[src/rtl/jbt_pkg.sv]
// jbt_pkg: shared types, token codes and character tables for the json byte tokenizer
// no dependencies; imported by every rtl module of the tokenizer
package jbt_pkg;

    // widths of the item fields
    localparam int BYTE_W    = 8;
    localparam int KIND_W    = 4;
    localparam int LEN_W     = 17;
    localparam int CFG_IDX_W = 2;

    // configuration register indexes
    localparam logic [CFG_IDX_W-1:0] CFG_ESCAPE_CHAR   = 2'd0;
    localparam logic [CFG_IDX_W-1:0] CFG_MAX_TOKEN_LEN = 2'd1;

    // configuration reset values
    localparam logic [BYTE_W-1:0] ESCAPE_CHAR_RST   = 8'd92;
    localparam logic [LEN_W-1:0]  MAX_TOKEN_LEN_RST = 17'd127999;

    // token kinds
    localparam logic [KIND_W-1:0] TK_TEXT   = 4'd0;
    localparam logic [KIND_W-1:0] TK_LBRACE = 4'd1;
    localparam logic [KIND_W-1:0] TK_RBRACE = 4'd2;
    localparam logic [KIND_W-1:0] TK_LBRACK = 4'd3;
    localparam logic [KIND_W-1:0] TK_RBRACK = 4'd4;
    localparam logic [KIND_W-1:0] TK_COMMA  = 4'd5;
    localparam logic [KIND_W-1:0] TK_COLON  = 4'd6;
    localparam logic [KIND_W-1:0] TK_DQSTR  = 4'd7;
    localparam logic [KIND_W-1:0] TK_SQSTR  = 4'd8;
    localparam logic [KIND_W-1:0] TK_VAR    = 4'd9;
    localparam logic [KIND_W-1:0] TK_NUM    = 4'd10;
    localparam logic [KIND_W-1:0] TK_TRUE   = 4'd11;
    localparam logic [KIND_W-1:0] TK_FALSE  = 4'd12;
    localparam logic [KIND_W-1:0] TK_NULL   = 4'd13;
    localparam logic [KIND_W-1:0] TK_EOF    = 4'd14;
    localparam logic [KIND_W-1:0] TK_ERR    = 4'd15;

    // number phases
    localparam logic [2:0] PH_SIGN = 3'd0;
    localparam logic [2:0] PH_INT  = 3'd1;
    localparam logic [2:0] PH_ZERO = 3'd2;
    localparam logic [2:0] PH_FRAC = 3'd3;
    localparam logic [2:0] PH_EXPM = 3'd4;
    localparam logic [2:0] PH_EXPD = 3'd5;

    // string kinds
    localparam logic [1:0] SK_DQUOTE = 2'd0;
    localparam logic [1:0] SK_SQUOTE = 2'd1;
    localparam logic [1:0] SK_QMARK  = 2'd2;

    // constant kinds
    localparam logic [1:0] CK_TRUE  = 2'd0;
    localparam logic [1:0] CK_FALSE = 2'd1;
    localparam logic [1:0] CK_NULL  = 2'd2;

    typedef enum logic [1:0] {
        MODE_IDLE  = 2'd0,
        MODE_NUM   = 2'd1,
        MODE_STR   = 2'd2,
        MODE_CONST = 2'd3
    } lex_mode_t;

    typedef struct packed {
        logic [BYTE_W-1:0] in_byte;
        logic              end_of_input;
    } in_item_t;

    typedef struct packed {
        logic [KIND_W-1:0] token_kind;
        logic [BYTE_W-1:0] text_byte;
        logic              last;
    } out_item_t;

    typedef struct packed {
        logic [BYTE_W-1:0] escape_char;
        logic [LEN_W-1:0]  max_token_len;
    } cfg_t;

    // results of one input item, items[0] first
    typedef struct packed {
        logic [1:0]      cnt;
        out_item_t [1:0] items;
    } res_pair_t;

    // closing quote of each string kind
    function automatic logic [BYTE_W-1:0] quote_of(input logic [1:0] k);
        logic [BYTE_W-1:0] q;
        case (k)
            SK_SQUOTE: q = 8'h27;
            SK_QMARK:  q = 8'h3F;
            default:   q = 8'h22;
        endcase
        return q;
    endfunction

    // token kind closing each string kind
    function automatic logic [KIND_W-1:0] str_tok(input logic [1:0] k);
        logic [KIND_W-1:0] t;
        case (k)
            SK_SQUOTE: t = TK_SQSTR;
            SK_QMARK:  t = TK_VAR;
            default:   t = TK_DQSTR;
        endcase
        return t;
    endfunction

    // letters after the first one of true, false and null
    function automatic logic [BYTE_W-1:0] const_tail(input logic [1:0] k, input logic [1:0] i);
        logic [BYTE_W-1:0] c;
        case ({k, i})
            {CK_TRUE, 2'd0}:  c = "r";
            {CK_TRUE, 2'd1}:  c = "u";
            {CK_TRUE, 2'd2}:  c = "e";
            {CK_FALSE, 2'd0}: c = "a";
            {CK_FALSE, 2'd1}: c = "l";
            {CK_FALSE, 2'd2}: c = "s";
            {CK_FALSE, 2'd3}: c = "e";
            {CK_NULL, 2'd0}, {2'd3, 2'd0}: c = "u";
            {CK_NULL, 2'd1}, {2'd3, 2'd1}: c = "l";
            {CK_NULL, 2'd2}, {2'd3, 2'd2}: c = "l";
            default:          c = 8'h00;
        endcase
        return c;
    endfunction

    function automatic logic [2:0] const_len(input logic [1:0] k);
        return (k == CK_FALSE) ? 3'd4 : 3'd3;
    endfunction

    function automatic logic [KIND_W-1:0] const_tok(input logic [1:0] k);
        logic [KIND_W-1:0] t;
        case (k)
            CK_TRUE:  t = TK_TRUE;
            CK_FALSE: t = TK_FALSE;
            default:  t = TK_NULL;
        endcase
        return t;
    endfunction

endpackage

[src/rtl/jbt_res_queue.sv]
// jbt_res_queue: four-entry result queue taking up to two items per cycle
// depends on jbt_pkg
module jbt_res_queue (
    input  logic                aclk,
    input  logic                aresetn,
    input  logic                push,
    input  jbt_pkg::res_pair_t  res,
    output logic                room,
    output logic                m_valid,
    input  logic                m_ready,
    output jbt_pkg::out_item_t  m_item
);
    import jbt_pkg::*;

    out_item_t  entry_reg [4];
    logic [1:0] wr_ptr_reg;
    logic [1:0] wr_ptr_next;
    logic [1:0] rd_ptr_reg;
    logic [1:0] rd_ptr_next;
    logic [2:0] count_reg;
    logic [2:0] count_next;
    logic [1:0] push_cnt;
    logic       pop;

    // pointer and fill bookkeeping
    always_comb begin
        push_cnt    = push ? res.cnt : 2'd0;
        pop         = m_valid && m_ready;
        wr_ptr_next = wr_ptr_reg + push_cnt;
        rd_ptr_next = rd_ptr_reg + {1'b0, pop};
        count_next  = count_reg + {1'b0, push_cnt} - {2'b00, pop};
    end

    always_ff @(posedge aclk) begin
        if (!aresetn) begin
            wr_ptr_reg <= '0;
            rd_ptr_reg <= '0;
            count_reg  <= '0;
        end else begin
            wr_ptr_reg <= wr_ptr_next;
            rd_ptr_reg <= rd_ptr_next;
            count_reg  <= count_next;
        end
    end

    // entry writes
    always_ff @(posedge aclk) begin
        if (push_cnt != 2'd0) begin
            entry_reg[wr_ptr_reg] <= res.items[0];
        end
        if (push_cnt == 2'd2) begin
            entry_reg[wr_ptr_reg + 2'd1] <= res.items[1];
        end
    end

    // two free entries needed for the next item
    assign room    = (count_reg <= 3'd2);
    assign m_valid = (count_reg != 3'd0);
    assign m_item  = entry_reg[rd_ptr_reg];

endmodule

[config.mk]
export PLATFORM = sky130hd
export DESIGN_NAME = jbt_res_queue
export DESIGN_NICKNAME = d
export VERILOG_FILES = /design/src/rtl/jbt_pkg.sv /design/src/rtl/jbt_res_queue.sv
export SDC_FILE = /design/constraint.sdc
export NUM_CORES = 1
export LEC_CHECK = 0
export BUFFER_PORTS_ARGS = -buffer_cell sky130_fd_sc_hd__buf_2
export CAP_MARGIN = 20
export CORE_ASPECT_RATIO = 1.75
export CORE_UTILIZATION = 56
export DETAILED_ROUTE_END_ITERATION = 12
export HOLD_SLACK_MARGIN = 0.03
export PLACE_DENSITY_LB_ADDON = 0.25
export SYNTH_ARGS = -nofsm -noshare
export SYNTH_HDL_FRONTEND = slang
export SYNTH_SLANG_ARGS = --single-unit
export TNS_END_PERCENT = 100
[constraint.sdc]
create_clock -name aclk -period 2.7 [get_ports aclk]
set_clock_uncertainty 0.1 [all_clocks]
set_input_delay 0.135 -clock aclk [delete_from_list [all_inputs] [get_ports aclk]]
set_output_delay 0.135 -clock aclk [all_outputs]
set_load 0.01 [all_outputs]
Yosys cells after proc, flatten, opt, wreduce, memory -nomap -nowiden
Memories as Yosys holds them, arrays and structs flattened. A register that Yosys moved wholly into a read port is not among the register bits.
Cells that the tools add are included.
- memories: 1
- logic and storage cells: 20
- input bits: 32
- register bits after elaboration: 7
- RAM bits: 52
- memory list (name ; depth ; width ; read ports ; clocked after memory_dff ; write ports ; line ; text):
    entry_reg ; 4 ; 13 ; 1 ; 1 ; 2 ; jbt_res_queue.sv:15 ; out_item_t entry_reg [4];
- reduce and logical (&&, ||, !) cells: 3
- eq/ne operators: 1
- order comparisons: 1
- $add $sub $neg: 5
- mux-type cells: 6
- operators with widths (operator ; count):
    2-to-1 mux 1 bit ; 4
    2-to-1 mux 2 bit ; 2
    adder 3 x 2 -> 3 bit ; 1
    less-or-equal comparator 3 x 2 -> 1 bit, second input constant ; 1
    nonzero test 3 bit ; 1
    subtractor 3 x 1 -> 3 bit ; 1
    adder 2 x 1 -> 2 bit ; 1
    adder 2 x 1 -> 2 bit, second input constant ; 1
    adder 2 bit ; 1
    == test 2 bit, second input constant ; 1
    nonzero test 2 bit ; 1
    logical AND 1 bit ; 1

Logic depth before layout (Yosys ltp)
- word-level depth: 4
- gate-level depth with buffers: 9
- gate-level depth less buffers: 8

Least setup slack after synthesis
Ideal clock, no wire load.
- path kind: register to register
- from: register count_reg[2]
- to: register count_reg[2]
- buffers on the path: 0
- arrival time: 1.903 ns
- period minus slack after synthesis: 2.118 ns
- stages on the path, launching flop included: 9
- path slack: 0.582 ns
- cells stage by stage: dfxtp_1 or3_1 nand3_1 nand2_1 ha_1 fa_1 xnor2_1 xnor2_1 and2_1
- longest elaborated chain between the ends: 3
- RTL lines (what ; line ; text):
    from (decl) ; jbt_res_queue.sv:20 ; logic [2:0] count_reg;
    from (signal assigned) ; jbt_res_queue.sv:42 ; count_reg <= count_next;
    nonzero test 3 bit ; jbt_res_queue.sv:58 ; assign m_valid = (count_reg != 3'd0);
    net m_valid ; jbt_res_queue.sv:9 ; output logic m_valid,
    logical AND 1 bit ; jbt_res_queue.sv:28 ; pop = m_valid && m_ready;
    subtractor 3 x 1 -> 3 bit ; jbt_res_queue.sv:31 ; count_next = count_reg + {1'b0, push_cnt} - {2'b00, pop};
The timed path passes the listed nets, and every way through them passes these cells.
A chain may end at the register's enable or synchronous reset.

==> flow_summary.toml <==
[outcome]
status = "finished, violations left"
failed_checks = "DRC"

[cells_and_area]
nets = 280
design_area_sq_um = 3660
largest_reg_flops = 52
drive_gt1_share_pct = 54.2
area_growth_pct = 21.8
n_antenna_cell = 0

[logic_synthesis]
synthCells = 179
netlist_area_sq_um = 3000
avgSynthCellArea_sq_um = 16.8
synth-seq-cells = 59
ys_seq_area_share_pct = 56.7
synth-warning-count = 0
synth_cell_types = 31
synth_nets = 215

[timing]
fin_crit_sh_pct = 83.2
rsz0062_at_grt = "false"
tns_ps = 0
maxSlewHeadroom_pct = 45.4
setup_viol = 0
finalHoldViolCount = 0
worst_slew_pin_slew_ps = 818
report.final.slew_viol_count = 0
max_clock_freq_ghz = 0.445
layout_min_cycle_time_ps = 2250

[route]
highest_layer = "met4"
drc_errors = 4
wl_met3_um = 229
finalWirelength_um = 6030
drtIter0Drc = 40
wl_met1_um = 2290
via_per_inst = 5.95
wl_per_cell_um = 19.9
dr.pass1.iters = 10
ant_nets = 0
vias = 1804
dr_wl_met2_um = 3420

[clocking]
cts_resized = 0
numCtsBuffers = 9
clkTransAtPathRegs_ps = 60
cts.root.buffer_cell = "clkbuf_8"
cts_max_level = 3
cts_hold_buf = 13
cts.sinks = 59
cts_setup_buffers = 0
clk_latency_ps = 330
clockBufferDepth = 2
cts_tree = "built"

[global_route]
grt.total_usage_pct = 23.8
grt_pass1_vias = 1944
grt_pass1_wl_um = 9550
antenna_found_initial = 0
grt_start_max_net_pins = 15
grt-ovfl-total = 0

[critical_path]
cp_data_arrival_time_ps = 2230
reg2reg_to = "entry_reg[1][6]"
timing.rr.start = "wr_ptr_reg[1]"
critical_path.startpoint_type = "flip-flop"
cp.required_ps = 2680
crit_type = "reg -> reg"
r2r_slack_ps = 450
path_max_fanout = 13
cp-end-kind = "flip-flop"
reg2regPathDepth = 4

[pwr]
leakagePower_nw = 1.37
power_density_nw_per_um2 = 744
fin_total_pwr_mw = 2.72
ir_drop_mv = 0.645

[placed_design]
dpl-instance-area_sq_um = 3290
dpl.hpwl_um = 4050
gp_congestion = 0.675
io_buffers = 46

[floorplan]
pin_count = 47
start_util_pct = 59.3
core_area_sq_um = 5060
fp.dieH_um = 98.9
die_width_um = 57.4
row_count = 34
die-area_sq_um = 5670

[worst_hold_path]
min_from = "res[19]"
hold_end = "entry_reg[3][6]"
hp-class = "in -> reg"
holdPathStages = 2

[flow_run]
maxCapViolCount = 0
[worst max-delay path, cell delays in order, from the launching register on]
cell	delay, ps
dfxtp_1	400
nor4_2	300
buf_4	300
mux2_2	360
dlygate4sd3_1	540
[where the power goes]
part	switching [mW]	internal, mW
registers	0.0643	1.07
clock network	0.329	0.607
logic	0.293	0.353
total	0.687	2.03
[synthesized netlist by cell type]
cell	instances	area, sq um
nor4bb_1	1	10.0
ha_1	3	37.5
mux2_4	10	150
buf_2	5	25.0
clkbuf_1	3	11.3
fa_1	1	20.0
nor4_1	1	6.26
buf_6	1	11.3
o31ai_1	1	7.51
mux2_2	43	484
mux4_2	13	293
a21oi_1	1	5.00
xor2_1	1	8.76
o21a_1	2	15.0
nor3_1	2	10.0
nor3b_1	2	15.0
buf_4	1	7.51
edfxtp_1	52	1560
nor2_1	2	7.51
inv_1	3	11.3
and2_1	7	43.8
and3_1	1	6.26
dfxtp_1	7	140
nand2_2	1	6.26
nand3_1	2	10.0
xnor2_1	5	43.8
o311ai_0	1	8.76
nor4b_2	1	15.0
nand2_1	4	15.0
or4b_1	1	10.0
or3_1	1	6.26
[metal layers]
| metal | vias to the layer above | global-route usage [%] |
|---|---|---|
| li1 | 842 | - |
| met1 | 902 | 24.9 |
| met2 | 49 | 43.6 |
| met3 | 11 | 6.30 |
| met4 | 0 | 9.76 |
| met5 | - | 0 |
[worst max path at each step]
stage / cells after the start / slack [ps] / startpoint / end
floorplan: 8 / 580 / count_reg[2] / count_reg[2]
global placement: 8 / 590 / count_reg[2] / count_reg[2]
detailed placement: 2 / 520 / wr_ptr_reg[1] / entry_reg[3][11]
CTS: 4 / 460 / wr_ptr_reg[1] / entry_reg[1][6]
global route: 8 / 370 / count_reg[2] / count_reg[2]
finish: 4 / 450 / wr_ptr_reg[1] / entry_reg[1][6]
[kinds of logic after synthesis]
kind of cell               synth area share [%]
DFF                                        56.7
and+or+nand+nor                            5.38
xor gates and xnor gates                   1.75
adders and majority gates                  1.92
muxes                                      30.9
AOI/OAI and AO/OA                          1.21
buffers and inverters                      2.21
[cells in the final DEF, fill, tap and decap left out, types with 2 or more instances in the layout]
cell / n
and2_1: 7
buf_2: 46
buf_4: 5
bufinv_16: 3
clkbuf_8: 9
clkinv_2: 2
dfxtp_1: 7
dlygate4sd3_1: 13
edfxtp_1: 52
ha_1: 3
inv_1: 3
mux2_2: 43
mux2_4: 10
mux4_2: 13
nand2_1: 4
nand3_1: 2
nor2_1: 2
nor3b_1: 2
o21a_1: 2
xnor2_1: 5
[final cells by class]
class / count / area [sq um]
sequential: 59 / 1700
fill: 308 / 1410
multi-input combinational: 107 / 1250
timing repair buffer: 64 / 398
clock buffer: 10 / 128
clock inverter: 6 / 104
tap: 54 / 67.6
inverter: 3 / 11.3
[stage by stage]
stage          utilization (%)  hold WS [ps]  setup slack [ps]  std cells
3_3_place_gp              65.1           325               585        274
5_1_grt                   72.2          36.7               367        303
2_1_floorplan                -           157               582        179
6_report                  72.2          43.3               454        303
4_1_cts                   72.2          30.3               456        303
3_5_place_dp              65.1           350               521        274
(Power assumes the default switching activity.)
